### src/rtl/boek_pkg.sv
// Shared types, constants and helper functions of the bond-order energy kernel.
// Depends on nothing; boek_mul and the kernel unit import it.
package boek_pkg;

	localparam int FRACTION_BITS = 24;
	localparam int SCALE_FRAC    = 24;
	localparam int CFG_IDX_W     = 4;

	localparam logic [63:0]        LN2_Q30   = 64'd744261118;
	localparam logic signed [63:0] LOG2E_Q30 = 64'sd1549082005;
	localparam logic signed [63:0] SAT_MAX   = 64'sh7FFF_FFFF_FFFF_FFFF;
	localparam logic signed [63:0] SAT_MIN   = -SAT_MAX;
	localparam logic signed [64:0] SAT_MAX65 = 65'sh0_7FFF_FFFF_FFFF_FFFF;
	localparam logic signed [64:0] SAT_MIN65 = -SAT_MAX65;
	localparam logic signed [63:0] ONE_Q     = 64'sd1 <<< FRACTION_BITS;

	localparam logic [CFG_IDX_W-1:0] CFG_SCALE  = CFG_IDX_W'(0);
	localparam logic [CFG_IDX_W-1:0] CFG_ENABLE = CFG_IDX_W'(1);

	typedef enum logic [4:0] {
		ST_IDLE, ST_SIGMA, ST_NORM, ST_SQR, ST_LOGP, ST_EXPK, ST_ETRM, ST_EDIV,
		ST_EFIN, ST_EX1, ST_EX2, ST_ESIG1, ST_ESIG2, ST_EPI, ST_EPP, ST_ACC,
		ST_R1, ST_R2, ST_D1, ST_D2, ST_DOUT, ST_LAST, ST_OUT
	} state_t;

	typedef struct packed {
		logic               start;
		logic signed [63:0] a;
		logic signed [63:0] b;
		logic [5:0]         s;
	} mul_req_t;

	typedef struct packed {
		logic               done;
		logic signed [63:0] res;
	} mul_rsp_t;

	function automatic logic signed [63:0] sext32(input logic [31:0] v);
		sext32 = {{32{v[31]}}, v};
	endfunction

	// Sum clamped symmetrically to the 64-bit saturation range.
	function automatic logic signed [63:0] sadd(input logic signed [63:0] a,
			input logic signed [63:0] b);
		logic signed [64:0] s;
		s = {a[63], a} + {b[63], b};
		if (s > SAT_MAX65)
			sadd = SAT_MAX;
		else if (s < SAT_MIN65)
			sadd = SAT_MIN;
		else
			sadd = s[63:0];
	endfunction

	// Halving with truncation toward zero.
	function automatic logic signed [63:0] half(input logic signed [63:0] x);
		logic [63:0] mag;
		mag = x[63] ? 64'(-x) : 64'(x);
		mag = mag >> 1;
		half = x[63] ? -$signed(mag) : $signed(mag);
	endfunction

	function automatic logic signed [31:0] clamp32(input logic signed [63:0] x);
		if (x > 64'sd2147483647)
			clamp32 = 32'sh7FFF_FFFF;
		else if (x < -64'sd2147483648)
			clamp32 = 32'sh8000_0000;
		else
			clamp32 = x[31:0];
	endfunction

	function automatic logic signed [47:0] clamp48(input logic signed [63:0] x);
		if (x > 64'sd140737488355327)
			clamp48 = 48'sh7FFF_FFFF_FFFF;
		else if (x < -64'sd140737488355328)
			clamp48 = 48'sh8000_0000_0000;
		else
			clamp48 = x[47:0];
	endfunction

	// Rounded-up 2^34 / n; for dividends below 2^30 the product shifted by 34
	// gives the exact floor quotient.
	function automatic logic [63:0] recip(input logic [3:0] n);
		unique case (n)
			4'd1:    recip = 64'd17179869184;
			4'd2:    recip = 64'd8589934592;
			4'd3:    recip = 64'd5726623062;
			4'd4:    recip = 64'd4294967296;
			4'd5:    recip = 64'd3435973837;
			4'd6:    recip = 64'd2863311531;
			4'd7:    recip = 64'd2454267027;
			4'd8:    recip = 64'd2147483648;
			4'd9:    recip = 64'd1908874354;
			4'd10:   recip = 64'd1717986919;
			4'd11:   recip = 64'd1561806290;
			4'd12:   recip = 64'd1431655766;
			4'd13:   recip = 64'd1321528399;
			4'd14:   recip = 64'd1227133514;
			default: recip = 64'd0;
		endcase
	endfunction

endpackage

### src/rtl/boek_mul.sv
// Shared multiply unit: saturated (a*b) >> s with truncation toward zero.
// Depends on boek_pkg. Four 32x32 partial products, one per cycle.
module boek_mul (
	input  logic              clk,
	input  logic              arst_n,
	input  boek_pkg::mul_req_t req,
	output boek_pkg::mul_rsp_t rsp
);
	import boek_pkg::*;

	logic [63:0]        ua_q, ub_q;
	logic               neg_q;
	logic [5:0]         s_q;
	logic [127:0]       acc_q;
	logic [2:0]         cnt_q;
	logic               busy_q, done_q;
	logic signed [63:0] res_q;

	logic [31:0]  a_half, b_half;
	logic [63:0]  prod;
	logic [127:0] pp, sh;
	logic [63:0]  mag;

	always_comb begin
		a_half = cnt_q[1] ? ua_q[63:32] : ua_q[31:0];
		b_half = cnt_q[0] ? ub_q[63:32] : ub_q[31:0];
		prod   = a_half * b_half;
		case (cnt_q[1:0])
			2'd0:    pp = {64'd0, prod};
			2'd3:    pp = {prod, 64'd0};
			default: pp = {32'd0, prod, 32'd0};
		endcase
		sh  = acc_q >> s_q;
		mag = (|sh[127:63]) ? 64'(SAT_MAX) : sh[63:0];
	end

	always_ff @(posedge clk or negedge arst_n) begin
		if (!arst_n) begin
			busy_q <= 1'b0;
			done_q <= 1'b0;
			cnt_q  <= 3'd0;
		end else begin
			done_q <= 1'b0;
			if (req.start) begin
				busy_q <= 1'b1;
				cnt_q  <= 3'd0;
			end else if (busy_q) begin
				if (cnt_q == 3'd4) begin
					busy_q <= 1'b0;
					done_q <= 1'b1;
				end else begin
					cnt_q <= cnt_q + 3'd1;
				end
			end
		end
	end

	always_ff @(posedge clk) begin
		if (req.start) begin
			ua_q  <= req.a[63] ? 64'(-req.a) : 64'(req.a);
			ub_q  <= req.b[63] ? 64'(-req.b) : 64'(req.b);
			neg_q <= req.a[63] ^ req.b[63];
			s_q   <= req.s;
			acc_q <= 128'd0;
		end else if (busy_q) begin
			if (cnt_q == 3'd4)
				res_q <= neg_q ? -$signed(mag) : $signed(mag);
			else
				acc_q <= acc_q + pp;
		end
	end

	assign rsp.done = done_q;
	assign rsp.res  = res_q;

endmodule

### config.mk
export PLATFORM = sky130hd
export DESIGN_NAME = boek_mul
export DESIGN_NICKNAME = d
export VERILOG_FILES = /design/src/rtl/boek_pkg.sv /design/src/rtl/boek_mul.sv
export SDC_FILE = /design/constraint.sdc
export NUM_CORES = 2
export LEC_CHECK = 0
export BUFFER_PORTS_ARGS = -buffer_cell sky130_fd_sc_hd__clkbuf_2
export CORE_ASPECT_RATIO = 0.6
export CORE_MARGIN = 1.5
export CORE_UTILIZATION = 35
export CTS_CLUSTER_DIAMETER = 30
export CTS_CLUSTER_SIZE = 20
export DETAILED_ROUTE_END_ITERATION = 16
export SLEW_MARGIN = 0
export SYNTH_ARGS = -nofsm -noshare
export SYNTH_HDL_FRONTEND = slang
export SYNTH_SLANG_ARGS = --single-unit
### constraint.sdc
create_clock -name clk -period 27.9 [get_ports clk]
set_input_delay 1.395 -clock clk [delete_from_list [all_inputs] [get_ports clk]]
set_output_delay 1.395 -clock clk [all_outputs]
set_load 0.005 [all_outputs]
**Yosys cells after proc, flatten, opt, wreduce, memory -nomap -nowiden**

Cells that the tools add are included.

- Add/subtract/negate cells: 5
- Multiply operators: 1
- Equal/unequal tests: 3
- Shift-type cells: 1
- Mux-type cells: 16
- Bitwise gates (word level): 3
- Reduce and logical (&&, ||, !) cells: 6

Operator list:

| kind | number |
|---|---|
| $pmux W128 S2 | 1 |
| $neg A64 Y64 | 3 |
| $add A128 B128 Y128 | 1 |
| $mux W64 | 2 |
| $shr A128 B6 Y128 | 1 |
| $mux W63 | 2 |
| $reduce_or A65 Y1 | 1 |
| $mul A32 B32 Y64 | 1 |
| $mux W32 | 2 |
| $mux W3 | 3 |
| $mux W1 | 6 |
| $reduce_and A2 Y1 | 2 |
| $add A3 B1 Y3 const B | 1 |
| $eq A3 B3 Y1 const B | 1 |
| $reduce_and A3 Y1 | 1 |
| $eq A2 B2 Y1 const B | 1 |
| $logic_not A2 Y1 | 1 |
| $ne A2 B2 Y1 const B | 1 |
| $not A1 Y1 | 2 |
| $reduce_bool A2 Y1 | 1 |
| $xor A1 B1 Y1 | 1 |

- Register bits: 332
- Input bits: 137
- Output and inout bits: 65

**Logic depth before layout (Yosys ltp)**

- Depth after elaboration: 5
- Gate-level depth with buffers: 48
- Mapped depth without buffers: 44

**Worst setup path before layout**

No wires, ideal clock.

- Path kind: register to register
- From: register cnt_q[0]
- To: register acc_q[122]
- Setup time: 0.078 ns
- Arrival time: 11.984 ns
- Data required time: 27.822 ns
- Slack: 15.839 ns
- Cell stages (with the launch flop): 45
- Path buffers: 4
- Clock period less this slack: 12.061 ns
- Cell sequence: dfrtp_1 > clkbuf_1 > buf_1 > mux2i_1 > clkbuf_1 > nor2_1 > fa_1 > fa_1 > fa_1 > inv_1 > fa_1 > inv_1 > fa_1 > inv_1 > fa_1 > inv_1 > fa_1 > fa_1 > [... 9 more ...] > a21oi_1 > o21bai_1 > a221oi_1 > xnor2_1 > a22o_1 > ha_1 > clkbuf_1 > nand4_1 > nor4_1 > nand2_1 > o41ai_1 > o21bai_1 > a21oi_1 > o21ai_0 > a2111oi_0 > o211ai_1 > mux2i_1 > nor3_1

- Longest elaborated chain between the ends: 4
- Elaborated cells between the ends (all ways): 9
- Those cells by class: add/sub (1); mul (1); eq/ne (2); mux (2); bitwise (1); reduce/logical (2)

Ends and longest elaborated chain:

| item | RTL line | source |
|---|---|---|
| from (decl) | boek_mul.sv:15 | `logic [2:0] cnt_q;` |
| from (signal assigned) | boek_mul.sv:52 | `cnt_q <= cnt_q + 3'd1;` |
| $mux W32 | boek_mul.sv:26 | `b_half = cnt_q[0] ? ub_q[63:32] : ub_q[31:0];` |
| $mul A32 B32 Y64 | boek_mul.sv:27 | `prod = a_half * b_half;` |
| $pmux W128 S2 | boek_mul.sv:28 | `case (cnt_q[1:0])` |
| $add A128 B128 Y128 | boek_mul.sv:69 | `acc_q <= acc_q + pp;` |
| to (signal assigned) | boek_mul.sv:69 |  |
| to (decl) | boek_mul.sv:14 | `logic [127:0] acc_q;` |

Parallel ways exist; a longest one is shown, timed or not.
A chain may end at the register's enable or synchronous reset.

**Worst setup path in the final report**

Same ends and word-level chain as after synthesis.

==> impl_metrics.yaml <==
die:
  dieWidth_um: 563
  coreArea_um2: 187000
  die_area_um2: 191000
  start_util: 0.352
  die_h_um: 339
  io_pins: 202
  rows: 123
sta:
  finalSetupTns_ps: 0
  min_period_ps: 15690
  setup_viol: 0
  finalHoldViolations: 0
  fin_crit_sh: 0.562
  grt_setup_unrepaired: "false"
  whs_ps: 535
  max_slew.worst_pin.slew_ps: 1480
  maxSlewHeadroom: 0.00382
  layout_setup_ws_ps: 12210
  maxSlewViolCount: 0
  clock_skew_ps: 57.5
  max_freq_mhz: 63.7
route:
  drt-pass1-iter-count: 6
  viasPerCell: 5.82
  drc_errors: 0
  routed_wl_mm: 255
  postRouteAntennaNets: 0
  num_vias: 57851
  dr.first_iter.drc_count: 7376
  routedWlPerCell_um: 25.7
final_layout:
  syn_to_final_growth_pct: 10.4
  drive_gt1_frac: 0.130
  layout.nets: 8798
clock_tree:
  clkLatencyLatePin_ps: 750
  clock_sinks: 332
  clk_path_buf_depth: 3
  htreeDepth: 3
  cts.hold.buffers_added: 0
  cts.clk_slew.worst_paths_ps: 50
  postCtsSetupBuffers: 0
  cts_resized: 0
  cts_tree: "built"
  clockRootBuffer: "clkbuf_16"
  cts_buffers: 86
placement:
  port_buffers: 201
  dp_hpwl_mm: 205
  dpl_worst_slack_ps: 12580
  gp_congestion: 1.04
yosys:
  ys.warnings.count: 0
  ys_seq_area_frac: 0.132
  synth-edff-count: 199
  synthAdderAreaFrac: 0.349
  synth_cells: 7362
  synthXorXnorAreaFrac: 0.0424
  synth_cell_types: 87
  synth_ff_type: "edfxtp_1"
  synth_top_family_by_area: "adder cells"
  synth-seq-cells: 332
  synthMuxAreaShare: 0.131
  syn_area_um2: 65800
  synth_largest_area_cell: "fa_1"
  synthTopCellsByArea: "fa_1 27%, edfxtp_1 9.1%, mux4_2 7.9%"
  synthArstFlopShare: 0.0151
  synth-compound-area-share: 0.117
  synth_nets: 8798
  synth-simple-area-share: 0.152
  yosysTopAreaCellShare: 0.273
  synth.avg_cell_area_um2: 8.94
run_status:
  status: "complete, but fails checks"
  failed_checks: "capacitance limit"
setup_path:
  worst_ep_arrival_time_ps: 16350
  worstPathRequired_ps: 28560
  end_kind: "register"
  slowest_delay_ps: 1180
  cp_max_fo: 63
  path_class: "reg -> reg"
  path_common_cell: "fa_1"
  r2r_cells: 38
  critPathLaunchType: "register"
  slowest_stage: "mux2i_4"
run:
  cap_violations: 1
global_routing:
  antenna_found_initial: 16
  grt_pass1_vias: 56099
  grt_overflow: 0
  track_usage: 0.264
  grt_max_degree: 163
  grt_pass1_wl_mm: 376
min_path:
  min_path_type: "reg -> reg"
  whs_path_depth: 2
==> kinds of logic after synthesis <==
| family | count (synthesis) |
|---|---|
| fa+ha+maj | 1299 |
| compound gates | 1216 |
| xor+xnor | 319 |
| mux | 552 |
| flops | 332 |
| buf+inv | 1339 |
| simple gates | 2305 |
==> worst max-delay path, delay by kind of cell (launching register included) <==
family | cells | cell delay (ps)
compound gates | 16 | 5470
fa+ha+maj | 10 | 4810
simple gates | 7 | 2380
mux | 2 | 1340
flops | 1 | 1090
xor+xnor | 1 | 380
buf+inv | 2 | 100
==> worst paths after layout <==
path                       slack [ps]                      end              startpoint
setup / recovery                12210  acc_q[122]$_SDFFE_PP0P_    cnt_q[0]$_DFFE_PN0P_
hold / removal                    540   acc_q[28]$_SDFFE_PP0P_  acc_q[28]$_SDFFE_PP0P_
setup reg to reg                12210  acc_q[122]$_SDFFE_PP0P_    cnt_q[0]$_DFFE_PN0P_
hold reg to reg                   540   acc_q[28]$_SDFFE_PP0P_  acc_q[28]$_SDFFE_PP0P_
max in group asynchronous       27010     cnt_q[0]$_DFFE_PN0P_                  arst_n
min in group asynchronous         570         done_q$_DFF_PN0_                  arst_n
==> routing by layer <==
layer  up-vias  GRT usage  wire (um)
li1      24838          -          -
met4        14     0.0556       5530
met1     29241      0.393     112000
met2      3393      0.333      95900
met3       365      0.132      41300
met5         -          0        458
==> area by class of cell <==
class / count / area [um^2]
clock inverters: 67 / 797
repair buffers: 328 / 2020
multi-input cells: 5691 / 52300
diodes: 11 / 27.5
flip-flops and latches: 332 / 8670
inverters: 923 / 3470
well taps: 2500 / 3130
clock buffers: 95 / 2240
fillers: 18859 / 114000
==> registers in the layout, indices dropped and copies added, names as in the netlist <==
| name | cells |
|---|---|
| acc_q | 128 |
| res_q | 64 |
| ua_q | 64 |
| ub_q | 64 |
| s_q | 6 |
| cnt_q | 3 |
| busy_q | 1 |
| done_q | 1 |
| neg_q | 1 |
==> stage by stage <==
step / util / cell area (um^2) / instances
3_5_place_dp: 0.372 / 69600 / 9773
4_1_cts: 0.388 / 72600 / 9935
3_3_place_gp: 0.372 / 69600 / 9773
2_1_floorplan: - / 65800 / 7362
6_report: 0.388 / 72700 / 9947
5_1_grt: 0.388 / 72700 / 9937
==> layout by cell type (no fill, tap or decap), types with 29 or more instances in the layout <==
cell type,n
xnor2_1,231
nor2_1,845
mux2_2,163
and2_1,83
xor2_1,86
nand3_1,68
mux2i_1,116
ha_1,401
a31oi_1,34
nor4_1,31
a22o_1,59
nand2_1,902
a21o_1,129
nor3_1,82
a21oi_1,343
fa_1,897
nand4_1,82
and3_1,35
or3_1,40
clkbuf_16,87
clkbuf_2,200
a211oi_1,37
inv_1,916
o31ai_1,56
o21bai_1,50
dfxtp_1,128
edfxtp_1,199
o21ai_0,299
mux2i_2,39
buf_4,123
o41ai_1,29
mux4_2,230
==> synth_stat cells (all sizes together), types with 163 or more instances <==
cell and count:
mux2 163, edfxtp 199, fa 897, mux4 230
ha 402, nand2 904, inv 922, a21oi 343
clkbuf 327, xnor2 233, nor2 848, o21ai 303
Power is not shown: default switching activity piles up to over one toggle a cycle in this logic, so the estimate is an artifact.
